$ cat src/hw/rtl/mqttp_pkg.sv
package mqttp_pkg;

  localparam int unsigned ByteW = 8;
  localparam int unsigned LenW  = 28;

  // Event codes on event_res.
  localparam logic [3:0] EV_NONE     = 4'd0;
  localparam logic [3:0] EV_HDR_DONE = 4'd1;
  localparam logic [3:0] EV_VERSION  = 4'd2;
  localparam logic [3:0] EV_CFLAGS   = 4'd3;
  localparam logic [3:0] EV_KEEPALV  = 4'd4;
  localparam logic [3:0] EV_MSG_ID   = 4'd5;
  localparam logic [3:0] EV_CA_FLAGS = 4'd6;
  localparam logic [3:0] EV_RET_CODE = 4'd7;
  localparam logic [3:0] EV_SA_QOS   = 4'd8;
  localparam logic [3:0] EV_STR_BYTE = 4'd9;
  localparam logic [3:0] EV_ERROR    = 4'd10;

  // Error codes on error_code.
  localparam logic [1:0] ERR_NONE     = 2'd0;
  localparam logic [1:0] ERR_BAD_LEN  = 2'd1;
  localparam logic [1:0] ERR_BAD_TYPE = 2'd2;

  // Control packet types.
  localparam logic [3:0] T_CONNECT = 4'd1;
  localparam logic [3:0] T_CONNACK = 4'd2;
  localparam logic [3:0] T_PUBLISH = 4'd3;
  localparam logic [3:0] T_PUBREC  = 4'd5;
  localparam logic [3:0] T_PUBREL  = 4'd6;
  localparam logic [3:0] T_PUBCOMP = 4'd7;
  localparam logic [3:0] T_SUBACK  = 4'd9;

  // String field identifiers.
  localparam logic [2:0] SF_PROTO   = 3'd0;
  localparam logic [2:0] SF_CLIENT  = 3'd1;
  localparam logic [2:0] SF_WILL_T  = 3'd2;
  localparam logic [2:0] SF_WILL_M  = 3'd3;
  localparam logic [2:0] SF_USER    = 3'd4;
  localparam logic [2:0] SF_PASS    = 3'd5;
  localparam logic [2:0] SF_TOPIC   = 3'd6;
  localparam logic [2:0] SF_PAYLOAD = 3'd7;

  typedef struct packed {
    logic [3:0]      event_res;
    logic [3:0]      message_type;
    logic [15:0]     value;
    logic [LenW-1:0] pkt_length;
    logic [2:0]      string_field;
    logic [LenW-1:0] string_length;
    logic            string_last;
    logic            packet_done;
    logic [1:0]      error_code;
  } result_t;

endpackage

$ cat src/hw/rtl/mqttp_if.sv
interface mqttp_in_if import mqttp_pkg::*; ();
  logic             valid;
  logic             ready;
  logic [ByteW-1:0] data_byte;

  modport source (output valid, output data_byte, input ready);
  modport sink (input valid, input data_byte, output ready);
endinterface

interface mqttp_out_if import mqttp_pkg::*; ();
  logic            valid;
  logic            ready;
  logic [3:0]      event_res;
  logic [3:0]      message_type;
  logic [15:0]     value;
  logic [LenW-1:0] pkt_length;
  logic [2:0]      string_field;
  logic [LenW-1:0] string_length;
  logic            string_last;
  logic            packet_done;
  logic [1:0]      error_code;

  modport source (
    output valid, output event_res, output message_type, output value,
    output pkt_length, output string_field, output string_length,
    output string_last, output packet_done, output error_code, input ready
  );
  modport sink (
    input valid, input event_res, input message_type, input value,
    input pkt_length, input string_field, input string_length,
    input string_last, input packet_done, input error_code, output ready
  );
endinterface

$ cat src/hw/rtl/mqttp_parse.sv
module mqttp_parse import mqttp_pkg::*; (
  input  logic             clk_i,
  input  logic             rst_ni,
  input  logic             accept_i,
  input  logic [ByteW-1:0] data_byte_i,
  output result_t          res_o
);

  typedef enum logic [14:0] {
    PH_HDR      = 15'h0001,
    PH_LEN      = 15'h0002,
    PH_STR_HI   = 15'h0004,
    PH_STR_LO   = 15'h0008,
    PH_STR_BODY = 15'h0010,
    PH_VERSION  = 15'h0020,
    PH_CFLAGS   = 15'h0040,
    PH_KA_HI    = 15'h0080,
    PH_KA_LO    = 15'h0100,
    PH_ID_HI    = 15'h0200,
    PH_ID_LO    = 15'h0400,
    PH_CA_FLAGS = 15'h0800,
    PH_CA_CODE  = 15'h1000,
    PH_SA_QOS   = 15'h2000,
    PH_PAYLOAD  = 15'h4000
  } phase_e;

  typedef struct packed {
    phase_e          phase;
    logic [2:0]      cur_str;
    logic [LenW-1:0] decl_len;
    logic [LenW-1:0] field_rem;
    logic            done;
  } next_t;

  phase_e          phase_q, phase_d;
  logic [7:0]      header_q, header_d;
  logic [LenW-1:0] len_acc_q, len_acc_d;
  logic [2:0]      len_cnt_q, len_cnt_d;
  logic [LenW-1:0] vbs_q, vbs_d;
  logic [LenW-1:0] field_rem_q, field_rem_d;
  logic [7:0]      cflags_q, cflags_d;
  logic [2:0]      cur_str_q, cur_str_d;
  logic [7:0]      hold_q, hold_d;
  logic [LenW-1:0] decl_len_q, decl_len_d;

  logic [3:0]      ev;
  logic [15:0]     val;
  logic            slast;
  logic            done;
  logic [1:0]      err;
  logic            in_str;
  logic [LenW-1:0] digit_sh;
  logic [LenW-1:0] str_len;
  logic [LenW-1:0] rem_dec;
  next_t           nx;

  // Payload start: the payload runs for what the remaining length leaves after
  // the variable header; an empty payload finishes the packet at once.
  function automatic next_t start_payload(input logic [LenW-1:0] acc,
                                          input logic [LenW-1:0] seen,
                                          input next_t           base);
    next_t           r;
    logic [LenW-1:0] len;
    r   = base;
    len = (acc > seen) ? (acc - seen) : '0;
    r.done = 1'b0;
    if (len == '0) begin
      r.phase = PH_HDR;
      r.done  = 1'b1;
    end else begin
      r.cur_str   = SF_PAYLOAD;
      r.decl_len  = len;
      r.field_rem = len;
      r.phase     = PH_PAYLOAD;
    end
    return r;
  endfunction

  function automatic next_t start_str(input logic [2:0] k, input next_t base);
    next_t r;
    r          = base;
    r.cur_str  = k;
    r.decl_len = '0;
    r.phase    = PH_STR_HI;
    r.done     = 1'b0;
    return r;
  endfunction

  // Picks the field that follows a finished string.
  function automatic next_t after_str(input logic [2:0]      k,
                                      input logic [7:0]      flags,
                                      input logic [7:0]      hdr,
                                      input logic [LenW-1:0] acc,
                                      input logic [LenW-1:0] seen,
                                      input next_t           base);
    next_t r;
    logic  will, user, pass;
    r    = base;
    will = flags[2];
    pass = flags[6];
    user = flags[7];
    r.done = 1'b0;
    if (k == SF_PROTO) begin
      r.phase = PH_VERSION;
    end else if (k == SF_TOPIC) begin
      if (hdr[2:1] != 2'd0) begin
        r.phase = PH_ID_HI;
      end else begin
        r = start_payload(acc, seen, base);
      end
    end else if (k == SF_CLIENT && will) begin
      r = start_str(SF_WILL_T, base);
    end else if (k == SF_WILL_T) begin
      r = start_str(SF_WILL_M, base);
    end else if ((k == SF_CLIENT || k == SF_WILL_M) && user) begin
      r = start_str(SF_USER, base);
    end else if ((k == SF_CLIENT || k == SF_WILL_M || k == SF_USER) && pass) begin
      r = start_str(SF_PASS, base);
    end else begin
      r.phase = PH_HDR;
      r.done  = 1'b1;
    end
    return r;
  endfunction

  always_comb begin
    phase_d     = phase_q;
    header_d    = header_q;
    len_acc_d   = len_acc_q;
    len_cnt_d   = len_cnt_q;
    vbs_d       = vbs_q;
    field_rem_d = field_rem_q;
    cflags_d    = cflags_q;
    cur_str_d   = cur_str_q;
    hold_d      = hold_q;
    decl_len_d  = decl_len_q;
    ev          = EV_NONE;
    val         = {8'd0, data_byte_i};
    slast       = 1'b0;
    done        = 1'b0;
    err         = ERR_NONE;
    in_str      = 1'b0;
    nx          = '{phase: phase_q, cur_str: cur_str_q, decl_len: decl_len_q,
                    field_rem: field_rem_q, done: 1'b0};
    str_len     = {{(LenW-16){1'b0}}, hold_q, data_byte_i};
    rem_dec     = (field_rem_q != '0) ? (field_rem_q - 1'b1) : '0;

    // Each length byte carries seven bits, least significant group first.
    case (len_cnt_q[1:0])
      2'd0:    digit_sh = {21'd0, data_byte_i[6:0]};
      2'd1:    digit_sh = {14'd0, data_byte_i[6:0], 7'd0};
      2'd2:    digit_sh = {7'd0, data_byte_i[6:0], 14'd0};
      default: digit_sh = {data_byte_i[6:0], 21'd0};
    endcase

    if (!(phase_q inside {PH_HDR, PH_LEN})) begin
      vbs_d = vbs_q + 1'b1;
    end

    case (phase_q)
      PH_HDR: begin
        header_d    = data_byte_i;
        len_acc_d   = '0;
        len_cnt_d   = '0;
        vbs_d       = '0;
        field_rem_d = '0;
        cur_str_d   = SF_PROTO;
        decl_len_d  = '0;
        phase_d     = PH_LEN;
      end
      PH_LEN: begin
        len_acc_d = len_acc_q + digit_sh;
        len_cnt_d = len_cnt_q + 1'b1;
        if (data_byte_i[7]) begin
          if (len_cnt_d >= 3'd4) begin
            ev      = EV_ERROR;
            err     = ERR_BAD_LEN;
            phase_d = PH_HDR;
          end
        end else begin
          val = {8'd0, header_q};
          ev  = EV_HDR_DONE;
          case (header_q[7:4])
            T_CONNECT: begin
              cur_str_d  = SF_PROTO;
              decl_len_d = '0;
              phase_d    = PH_STR_HI;
            end
            T_PUBLISH: begin
              cur_str_d  = SF_TOPIC;
              decl_len_d = '0;
              phase_d    = PH_STR_HI;
            end
            T_CONNACK: phase_d = PH_CA_FLAGS;
            T_PUBREC, T_PUBREL, T_PUBCOMP, T_SUBACK: phase_d = PH_ID_HI;
            default: begin
              ev      = EV_ERROR;
              err     = ERR_BAD_TYPE;
              val     = {8'd0, data_byte_i};
              phase_d = PH_HDR;
            end
          endcase
        end
      end
      PH_STR_HI: begin
        in_str  = 1'b1;
        hold_d  = data_byte_i;
        phase_d = PH_STR_LO;
      end
      PH_STR_LO: begin
        in_str      = 1'b1;
        decl_len_d  = str_len;
        field_rem_d = str_len;
        if (str_len == '0) begin
          slast = 1'b1;
          nx = after_str(cur_str_q, cflags_q, header_q, len_acc_q, vbs_d,
                         '{phase: phase_q, cur_str: cur_str_q, decl_len: str_len,
                           field_rem: str_len, done: 1'b0});
          phase_d     = nx.phase;
          cur_str_d   = nx.cur_str;
          decl_len_d  = nx.decl_len;
          field_rem_d = nx.field_rem;
          done        = nx.done;
        end else begin
          phase_d = PH_STR_BODY;
        end
      end
      PH_STR_BODY, PH_PAYLOAD: begin
        in_str      = 1'b1;
        ev          = EV_STR_BYTE;
        field_rem_d = rem_dec;
        if (rem_dec == '0) begin
          slast = 1'b1;
          if (phase_q == PH_PAYLOAD) begin
            phase_d = PH_HDR;
            done    = 1'b1;
          end else begin
            nx = after_str(cur_str_q, cflags_q, header_q, len_acc_q, vbs_d,
                           '{phase: phase_q, cur_str: cur_str_q, decl_len: decl_len_q,
                             field_rem: rem_dec, done: 1'b0});
            phase_d     = nx.phase;
            cur_str_d   = nx.cur_str;
            decl_len_d  = nx.decl_len;
            field_rem_d = nx.field_rem;
            done        = nx.done;
          end
        end
      end
      PH_VERSION: begin
        ev      = EV_VERSION;
        phase_d = PH_CFLAGS;
      end
      PH_CFLAGS: begin
        ev       = EV_CFLAGS;
        cflags_d = data_byte_i;
        phase_d  = PH_KA_HI;
      end
      PH_KA_HI: begin
        hold_d  = data_byte_i;
        phase_d = PH_KA_LO;
      end
      PH_KA_LO: begin
        ev         = EV_KEEPALV;
        val        = {hold_q, data_byte_i};
        cur_str_d  = SF_CLIENT;
        decl_len_d = '0;
        phase_d    = PH_STR_HI;
      end
      PH_ID_HI: begin
        hold_d  = data_byte_i;
        phase_d = PH_ID_LO;
      end
      PH_ID_LO: begin
        ev  = EV_MSG_ID;
        val = {hold_q, data_byte_i};
        if (header_q[7:4] == T_PUBLISH) begin
          nx = start_payload(len_acc_q, vbs_d,
                             '{phase: phase_q, cur_str: cur_str_q, decl_len: decl_len_q,
                               field_rem: field_rem_q, done: 1'b0});
          phase_d     = nx.phase;
          cur_str_d   = nx.cur_str;
          decl_len_d  = nx.decl_len;
          field_rem_d = nx.field_rem;
          done        = nx.done;
        end else if (header_q[7:4] == T_SUBACK) begin
          phase_d = PH_SA_QOS;
        end else begin
          phase_d = PH_HDR;
          done    = 1'b1;
        end
      end
      PH_CA_FLAGS: begin
        ev      = EV_CA_FLAGS;
        phase_d = PH_CA_CODE;
      end
      PH_CA_CODE: begin
        ev      = EV_RET_CODE;
        phase_d = PH_HDR;
        done    = 1'b1;
      end
      PH_SA_QOS: begin
        ev      = EV_SA_QOS;
        phase_d = PH_HDR;
        done    = 1'b1;
      end
      default: begin
        phase_d = PH_HDR;
      end
    endcase

    res_o.event_res     = ev;
    res_o.message_type  = header_d[7:4];
    res_o.value         = val;
    res_o.pkt_length    = len_acc_d;
    res_o.string_field  = in_str ? cur_str_d : 3'd0;
    res_o.string_length = in_str ? decl_len_d : '0;
    res_o.string_last   = slast;
    res_o.packet_done   = done;
    res_o.error_code    = err;
  end

  always_ff @(posedge clk_i or negedge rst_ni) begin
    if (!rst_ni) begin
      phase_q     <= PH_HDR;
      header_q    <= '0;
      len_acc_q   <= '0;
      len_cnt_q   <= '0;
      vbs_q       <= '0;
      field_rem_q <= '0;
      cflags_q    <= '0;
      cur_str_q   <= '0;
      hold_q      <= '0;
      decl_len_q  <= '0;
    end else if (accept_i) begin
      phase_q     <= phase_d;
      header_q    <= header_d;
      len_acc_q   <= len_acc_d;
      len_cnt_q   <= len_cnt_d;
      vbs_q       <= vbs_d;
      field_rem_q <= field_rem_d;
      cflags_q    <= cflags_d;
      cur_str_q   <= cur_str_d;
      hold_q      <= hold_d;
      decl_len_q  <= decl_len_d;
    end
  end

endmodule

$ cat src/hw/rtl/mqttp_out_stage.sv
module mqttp_out_stage import mqttp_pkg::*; (
  input  logic    clk_i,
  input  logic    rst_ni,
  input  logic    in_valid_i,
  output logic    in_ready_o,
  input  result_t res_i,
  output logic    out_valid_o,
  input  logic    out_ready_i,
  output result_t res_o
);

  logic    valid_q, valid_d;
  result_t res_q;

  // The register takes a new word when it is empty or its word leaves now.
  assign in_ready_o = !valid_q || out_ready_i;

  always_comb begin
    valid_d = valid_q;
    if (in_ready_o) begin
      valid_d = in_valid_i;
    end
  end

  always_ff @(posedge clk_i or negedge rst_ni) begin
    if (!rst_ni) begin
      valid_q <= 1'b0;
    end else begin
      valid_q <= valid_d;
    end
  end

  always_ff @(posedge clk_i) begin
    if (in_ready_o && in_valid_i) begin
      res_q <= res_i;
    end
  end

  assign out_valid_o = valid_q;
  assign res_o       = res_q;

endmodule

$ cat src/hw/rtl/mqtt_packet_byte_parser_core.sv
// Channel  | Dir | Payload            | Meaning
// ---------+-----+--------------------+---------------------------------------
// in_i     | in  | data_byte          | one stream byte per word
// out_o    | out | event_res .. error | one parse result word per input byte
//
// One byte is taken every cycle while in_i.ready is high; its result word
// appears next cycle from the output register. The parser state updates
// in the same cycle the byte is taken, so the next byte may follow directly.
// in_i.ready is high while the output register is empty or being read; a
// stall on out_o with a word in the register drops in_i.ready in that cycle.
// Reset puts the parser in wait for a fixed header and empties the register.
module mqtt_packet_byte_parser_core import mqttp_pkg::*; (
  input  logic clk_i,
  input  logic rst_ni,
  mqttp_in_if.sink    in_i,
  mqttp_out_if.source out_o
);

  logic    accept;
  logic    in_ready;
  result_t step_res;
  result_t out_res;

  assign accept     = in_i.valid && in_ready;
  assign in_i.ready = in_ready;

  mqttp_parse u_parse (
    .clk_i      (clk_i),
    .rst_ni     (rst_ni),
    .accept_i   (accept),
    .data_byte_i(in_i.data_byte),
    .res_o      (step_res)
  );

  mqttp_out_stage u_out (
    .clk_i      (clk_i),
    .rst_ni     (rst_ni),
    .in_valid_i (in_i.valid),
    .in_ready_o (in_ready),
    .res_i      (step_res),
    .out_valid_o(out_o.valid),
    .out_ready_i(out_o.ready),
    .res_o      (out_res)
  );

  assign out_o.event_res     = out_res.event_res;
  assign out_o.message_type  = out_res.message_type;
  assign out_o.value         = out_res.value;
  assign out_o.pkt_length    = out_res.pkt_length;
  assign out_o.string_field  = out_res.string_field;
  assign out_o.string_length = out_res.string_length;
  assign out_o.string_last   = out_res.string_last;
  assign out_o.packet_done   = out_res.packet_done;
  assign out_o.error_code    = out_res.error_code;

endmodule

$ cat src/flat_wrapper.sv
// flat-port wrapper written by rule: the top's interface ports become plain ports
module mqtt_packet_byte_parser_core_flat import mqttp_pkg::*;
  (clk_i, rst_ni, in_i_valid, in_i_data_byte, in_i_ready, out_o_valid, out_o_event_res, out_o_message_type, out_o_value, out_o_pkt_length, out_o_string_field, out_o_string_length, out_o_string_last, out_o_packet_done, out_o_error_code, out_o_ready);
  mqttp_in_if in_i_i ();
  mqttp_out_if out_o_i ();
  input  logic clk_i;
  input  logic rst_ni;
  input wire logic [$bits(in_i_i.valid)-1:0] in_i_valid;
  input wire logic [$bits(in_i_i.data_byte)-1:0] in_i_data_byte;
  output wire logic [$bits(in_i_i.ready)-1:0] in_i_ready;
  output wire logic [$bits(out_o_i.valid)-1:0] out_o_valid;
  output wire logic [$bits(out_o_i.event_res)-1:0] out_o_event_res;
  output wire logic [$bits(out_o_i.message_type)-1:0] out_o_message_type;
  output wire logic [$bits(out_o_i.value)-1:0] out_o_value;
  output wire logic [$bits(out_o_i.pkt_length)-1:0] out_o_pkt_length;
  output wire logic [$bits(out_o_i.string_field)-1:0] out_o_string_field;
  output wire logic [$bits(out_o_i.string_length)-1:0] out_o_string_length;
  output wire logic [$bits(out_o_i.string_last)-1:0] out_o_string_last;
  output wire logic [$bits(out_o_i.packet_done)-1:0] out_o_packet_done;
  output wire logic [$bits(out_o_i.error_code)-1:0] out_o_error_code;
  input wire logic [$bits(out_o_i.ready)-1:0] out_o_ready;
  assign in_i_i.valid = in_i_valid;
  assign in_i_i.data_byte = in_i_data_byte;
  assign in_i_ready = in_i_i.ready;
  assign out_o_valid = out_o_i.valid;
  assign out_o_event_res = out_o_i.event_res;
  assign out_o_message_type = out_o_i.message_type;
  assign out_o_value = out_o_i.value;
  assign out_o_pkt_length = out_o_i.pkt_length;
  assign out_o_string_field = out_o_i.string_field;
  assign out_o_string_length = out_o_i.string_length;
  assign out_o_string_last = out_o_i.string_last;
  assign out_o_packet_done = out_o_i.packet_done;
  assign out_o_error_code = out_o_i.error_code;
  assign out_o_i.ready = out_o_ready;
  mqtt_packet_byte_parser_core u_core (.clk_i(clk_i), .rst_ni(rst_ni), .in_i(in_i_i), .out_o(out_o_i));
endmodule
$ cat config.mk
export PLATFORM = sky130hd
export DESIGN_NAME = mqtt_packet_byte_parser_core_flat
export DESIGN_NICKNAME = d
export VERILOG_FILES = /design/src/hw/rtl/mqttp_pkg.sv /design/src/hw/rtl/mqttp_if.sv /design/src/hw/rtl/mqttp_parse.sv /design/src/hw/rtl/mqttp_out_stage.sv /design/src/hw/rtl/mqtt_packet_byte_parser_core.sv /design/src/flat_wrapper.sv
export SDC_FILE = /design/constraint.sdc
export NUM_CORES = 1
export LEC_CHECK = 0
export BUFFER_PORTS_ARGS = -buffer_cell sky130_fd_sc_hd__buf_2
export CORE_MARGIN = 1.5
export CORE_UTILIZATION = 30
export DETAILED_ROUTE_END_ITERATION = 6
export PLACE_DENSITY = 0.46
export SYNTH_ARGS = -nofsm -noshare
export SYNTH_HDL_FRONTEND = slang
export SYNTH_SLANG_ARGS = --single-unit
$ cat constraint.sdc
create_clock -name clk_i -period 7.9 [get_ports clk_i]
set_clock_uncertainty 0.05 [all_clocks]
set_input_delay 1.185 -clock clk_i [delete_from_list [all_inputs] [get_ports clk_i]]
set_output_delay 1.185 -clock clk_i [all_outputs]
set_load 0.1 [all_outputs]
* Word level (Yosys, flattened, before mapping) *
Cells that the tools add are included.

word-level totals
  bits in latches = 0
  memory bits (writable) = 0
  ROM bits = 0
  memories kept = 0
  output and inout port bits = 89
  bits in registers = 245

operators by class
  div/mod/pow operators = 0
  add/subtract/negate cells = 5
  reduce and logical (&&, ||, !) cells = 32
  $mul = 0
  shift operators = 0
  bitwise gates (word level) = 0
  equal/unequal tests = 33
  mux-type cells = 80
  order comparisons = 2

operators by type and width
  kind                                                                  count
  75-bit 2-to-1 mux                                                     8
  28-bit 2-to-1 mux                                                     14
  59-bit 2-to-1 mux                                                     5
  60-bit 2-to-1 mux                                                     4
  15-bit case mux with 12 select lines                                  1
  15-bit 2-to-1 mux                                                     10
  28-bit case mux with 5 select lines                                   1
  28-bit case mux with 4 select lines                                   1
  28-bit case mux with 3 select lines                                   1
  28-bit zero test                                                      2
  28-bit case mux with 2 select lines                                   1
  12-bit case mux with 3 select lines                                   1
  4-bit case mux with 9 select lines                                    1
  16-bit case mux with 2 select lines                                   1
  28-bit by 1-bit adder with 28-bit output, second input constant       1
  28-bit adder                                                          1
  28-bit greater-than comparator                                        1
  28-bit nonzero test                                                   1
  28-bit by 1-bit subtractor with 28-bit output, second input constant  1
  28-bit subtractor                                                     1
  8-bit 2-to-1 mux                                                      3
  3-bit 2-to-1 mux                                                      6
  3-bit case mux with 6 select lines                                    1
  16-bit zero test                                                      1
  49 further kinds                                                      84

* Longest topological paths before layout *
  depth in word-level cells = 13
  depth in mapped cells = 25
  mapped depth without buffers = 22

* Modules after synthesis *
A second synthesis with hierarchy kept.

second synthesis, totals
  cells, all modules = 1780
  area, all modules = 16279.4 um2

modules (own cells, without submodules)
  module                        cells an instance  seq. area each (um2)  area each (um2)  instances
  mqttp_parse                   1688               3804.9                13606.8          1
  mqttp_out_stage               91                 2637.5                2666.3           1
  mqtt_packet_byte_parser_core  1                  0.0                   6.3              1

* Worst setup path before layout *
Ideal clock, no wire load.

  path type = flip-flop to flip-flop
  start point = reg u_core.u_parse.phase_q[6]
  end point = reg u_core.u_out.res_q, in the netlist u_core.u_out.res_o[26], data pin
  data arrival time = 5.843 ns
  path slack = 1.876 ns
  cell stages (with the launch flop) = 25
  cells stage by stage = dfrtp_1 -> or4_1 -> nor3_2 -> and2_1 -> o21ai_0 -> clkbuf_1 -> clkbuf_1 -> xor2_1 -> ha_1 -> inv_1 -> fa_1 -> a211oi_4 -> nor3_2 -> nor2_2 -> xnor2_1 -> or4_1 -> or3_1 -> or4_1 -> nor4_1 -> and4_1 -> a211o_2 -> o21a_1 -> buf_4 -> buf_6 -> a22o_1

between the ends
  longest elaborated chain between the ends = 13
  elaborated cells between the ends (all ways) = 32

RTL lines
  what                                                                                                                       RTL line                                source
  start, declared                                                                                                            mqttp_parse.sv:35                       phase_e phase_q, phase_d;
  start signal, assigned                                                                                                     mqttp_parse.sv:335                      phase_q <= phase_d;
  15-bit by 1-bit equality test with 1-bit output / 15-bit by 2-bit equality test with 1-bit output (equally long branches)  mqttp_parse.sv:156, mqttp_parse.sv:160
  2-bit nonzero test (no source line)                                                                                        --
  28-bit 2-to-1 mux                                                                                                          mqttp_parse.sv:156                      if (!(phase_q inside {PH_HDR, PH_LEN})) begin
  28-bit subtractor / 28-bit greater-than comparator (equally long branches)                                                 mqttp_parse.sv:65                       len = (acc > seen) ? (acc - seen) : '0;
  28-bit 2-to-1 mux                                                                                                          mqttp_parse.sv:65
  28-bit zero test                                                                                                           mqttp_parse.sv:67                       if (len == '0) begin
  59-bit 2-to-1 mux                                                                                                          mqttp_parse.sv:67
  60-bit 2-to-1 mux                                                                                                          mqttp_parse.sv:106                      if (hdr[2:1] != 2'd0) begin
  75-bit 2-to-1 mux                                                                                                          mqttp_parse.sv:105                      end else if (k == SF_TOPIC) begin
  60-bit 2-to-1 mux                                                                                                          mqttp_parse.sv:103                      if (k == SF_PROTO) begin
  28-bit 2-to-1 mux                                                                                                          mqttp_parse.sv:234                      if (phase_q == PH_PAYLOAD) begin
  28-bit 2-to-1 mux                                                                                                          mqttp_parse.sv:232                      if (rem_dec == '0) begin
  28-bit case mux with 5 select lines                                                                                        mqttp_parse.sv:160                      case (phase_q)
  end signal, assigned                                                                                                       mqttp_out_stage.sv:35                   res_q <= res_i;
  end, declared                                                                                                              mqttp_out_stage.sv:13                   result_t res_q;

Several ways; a longest one is shown, not always the timed one. The select of a mux whose other input is x is not followed.
A chain may end at the register's enable or synchronous reset.

* Worst setup path after layout *
  start point = reg u_core.u_parse.phase_q[6]
  end point = reg u_core.u_out.res_q, in the netlist u_core.u_out.res_o[16], data pin

Same word-level chain as after synthesis.

==> results.cfg <==
[cells_and_area]
layout-drive-gt1-share_pct = 13.32
area.growth.synth_to_final_pct = 14.16
utilization_pct = 34.79
layoutNonFillerInstCount = 2543
fin_area_sq_mm = 0.01839
n_antenna_cell = 0
finalNetCount = 1907

[clocking]
clock_sinks = 240
cts_hold_buf = 0
clock-root-buffer = clkbuf_16
cts_tree = built
worst_skew_pair.late_latency_ps = 600
numCtsBuffers = 31
ctsLongestPathBuffers = 3
post_cts_buffers = 0
clk_pin_slew_ps = 60
ctsResizeCount = 0
h-tree-depth = 1

[place]
hpwl_mm = 45.12
dp_cells = 2485
dpl-instance-area_sq_mm = 0.01734
io_buffer_count = 100
place_ws_ps = 682.0
place.gp.congestion = 0.9369

[yosys]
synth-compound-area-share_pct = 23.85
synthAdderAreaFrac_pct = 5.141
synth_area_leaders = dfrtp_1 24%, edfxtp_1 16%, ha_1 4.9%, nand2_1 4.3%, o21ai_0 4.3%
synth_top_area_share_pct = 23.61
syn-cell-area_sq_mm = 0.01611
synthXorXnorAreaFrac_pct = 4.838
synth.most_common_cell = nand2_1
syn_area_per_cell_sq_um = 9.148
synth_top_family_by_area = compound AO/OA/AOI/OAI gates
yosys.area_share.simple_pct = 20.71
synth_edf_count = 87
ys_types = 93
synthArstFlopShare_pct = 63.75
syn_inst = 1761
synth_seq_area_share_pct = 39.99
ys_warn_count = 0
ys_ff_latch = 240
synth_common_cells = 184 x nand2_1, 152 x dfrtp_1, 137 x o21ai_0
synthMuxAreaShare_pct = 2.190
synth_top_area_cell = dfrtp_1
syn_nets = 1838
ys.flop_type = dfrtp_1

[grt]
grt_max_degree = 68
antenna_found_initial = 1
grt_pass1_wl_mm = 91.33
grt_use_total_pct = 21.40
grt_pass1_vias = 14370
grt-ovfl-total = 0

[power]
leakagePower_nw = 7.881
p_total_mw = 7.303
p_int_mw = 3.578
clockPowerShare_pct = 20.2
swShare_pct = 51.00
ir_drop_mv = 0.2620
combPwrFrac_pct = 58.6
switchingPower_mw = 3.725
power_density_mw_per_mm2 = 397.1
p_seq_share_pct = 21.2

[setup_path]
critical_path_arrival_ps = 7670
crit_fanout = 17
r2r_slack_ps = 640
start_kind = register
cp-end-kind = register
crit_type = register to register
crit_required_ps = 8310

[sta]
timing.fmax_mhz = 137.8
fin_ws_ps = 643.2
grt_setup_unrepaired = no
slew_violations = 0
slew_headroom_pct = 22.23
period_needed_ps = 7257
fin_hold_ws_ps = 439.2
setup_viol = 0
tightestPinTransition_ps = 1164
tns_ps = 0
hold_viol = 0
fin_crit_sh_pct = 91.86

[floorplanning]
ios = 101
fp.dieArea_sq_mm = 0.05510
die_w_um = 234.7
core-area_sq_mm = 0.05287
rows = 84
start_util_pct = 30.47
die_h_um = 234.7

[detailed_routing]
ant_nets = 0
wire_per_inst_um = 23.94
route.detailed.drc = 0
drt-total-wl_mm = 60.89
viasPerCell = 5.795
vias = 14740
drt-pass1-iter-count = 5
drtIter0Drc = 1388

[outcome]
status = complete, no violations

[job]
drv_cap = 0

[min_path]
hp-class = register to register
[registers in the layout, summed over array words and instances (netlist names)]
| name | cells |
|---|---|
| u_core.u_out.res_o | 87 |
| u_core.u_parse.decl_len_q | 28 |
| u_core.u_parse.field_rem_q | 28 |
| u_core.u_parse.len_acc_q | 28 |
| u_core.u_parse.vbs_q | 28 |
| u_core.u_parse.phase_q | 15 |
| u_core.u_parse.header_q | 8 |
| u_core.u_parse.hold_q | 8 |
| u_core.u_parse.cflags_q | 3 |
| u_core.u_parse.cur_str_q | 3 |
| u_core.u_parse.len_cnt_q | 3 |
| u_core.u_out.out_valid_o | 1 |
[cell type report]
class | count | area (sq um)
fill | 5503 | 34470
sequential | 240 | 6442
timing repair buffer | 130 | 732.0
multi-input combinational | 1391 | 9164
tap | 688 | 860.8
clock inverter | 24 | 267.8
clock buffer | 34 | 787.0
inverter | 36 | 137.6
[power groups by stage]
stage	Clock [mW]	Combinational, mW	Sequential, mW
final	1.48	4.28	1.54
after global routing	1.56	4.55	1.56
after CTS	1.51	4.20	1.54
after detailed placement	0	4.19	1.57
after global placement	0	4.18	1.57
after floorplan	0	2.53	1.79
[metal layers]
metal	global-route usage (%)	share of wire (%)
met1	30.08	46
met2	33.96	45
met3	2.538	5.0
met4	7.359	3.4
met5	0	0
[cell usage in the layout (no fill, tap or decap), types with 9 or more instances in the layout]
cell type,netlist,routed
o21ai_0,137,136
nor4_1,21,20
o31ai_1,26,26
nand2b_1,20,20
and2_1,53,53
buf_4,2,30
dfrtp_1,152,152
a22oi_1,12,12
a221oi_1,10,10
o2bb2ai_1,15,15
o21a_1,15,15
a21oi_1,110,110
a221o_1,9,9
or4_1,16,16
xnor2_1,48,48
buf_2,14,99
and3_1,27,27
clkbuf_16,0,31
nor2b_1,24,24
mux2_2,26,26
nand3_1,35,35
nand2_1,184,183
nor2_1,119,119
ha_1,63,63
nand4_1,27,27
o22ai_1,12,12
a211oi_1,14,14
edfxtp_1,87,87
nor3_1,39,38
o211ai_1,10,10
a22o_1,76,76
or3_1,16,16
a21o_1,34,34
inv_1,35,34
xor2_1,41,41
[logic make-up after synthesis]
family	count (synthesis)
and+or+nand+nor	641
muxes	32
DFF	240
xor gates and xnor gates	89
AOI/OAI and AO/OA	564
buffers and inverters	130
adders and majority gates	65
[critical path: stages, from the launching register on]
cell      delay [ps]
dfrtp_1          440
or4_1            600
nor3_2           180
buf_4            150
and2_1           180
o21ai_2          200
nand4_1          290
nor2_1           160
and3_1           250
nand3_1          110
xor2_1           180
ha_1             390
a21o_1           240
a211oi_1         250
o221a_1          280
a21oi_1          100
xor2_1           240
or4_1            560
or4_1            410
nor4_1           250
and4_1           380
a211o_2          310
o21a_1           620
a221o_1          290
[path summary, 6_finish.rpt]
kind	from	to	cells past startpoint
worst max-delay path	u_core.u_parse.phase_q[6]	u_core.u_out.res_o[16]	23
worst min-delay path	u_core.u_parse.decl_len_q[14]	u_core.u_parse.decl_len_q[14]	1
worst max register to register	u_core.u_parse.phase_q[6]	u_core.u_out.res_o[16]	23
worst min register to register	u_core.u_parse.decl_len_q[14]	u_core.u_parse.decl_len_q[14]	1
max in group asynchronous	rst_ni	u_core.u_parse.len_acc_q[25]	2
min in group asynchronous	rst_ni	u_core.u_parse.field_rem_q[12]	1
Note: power is estimated with default switching activity, not from simulation.
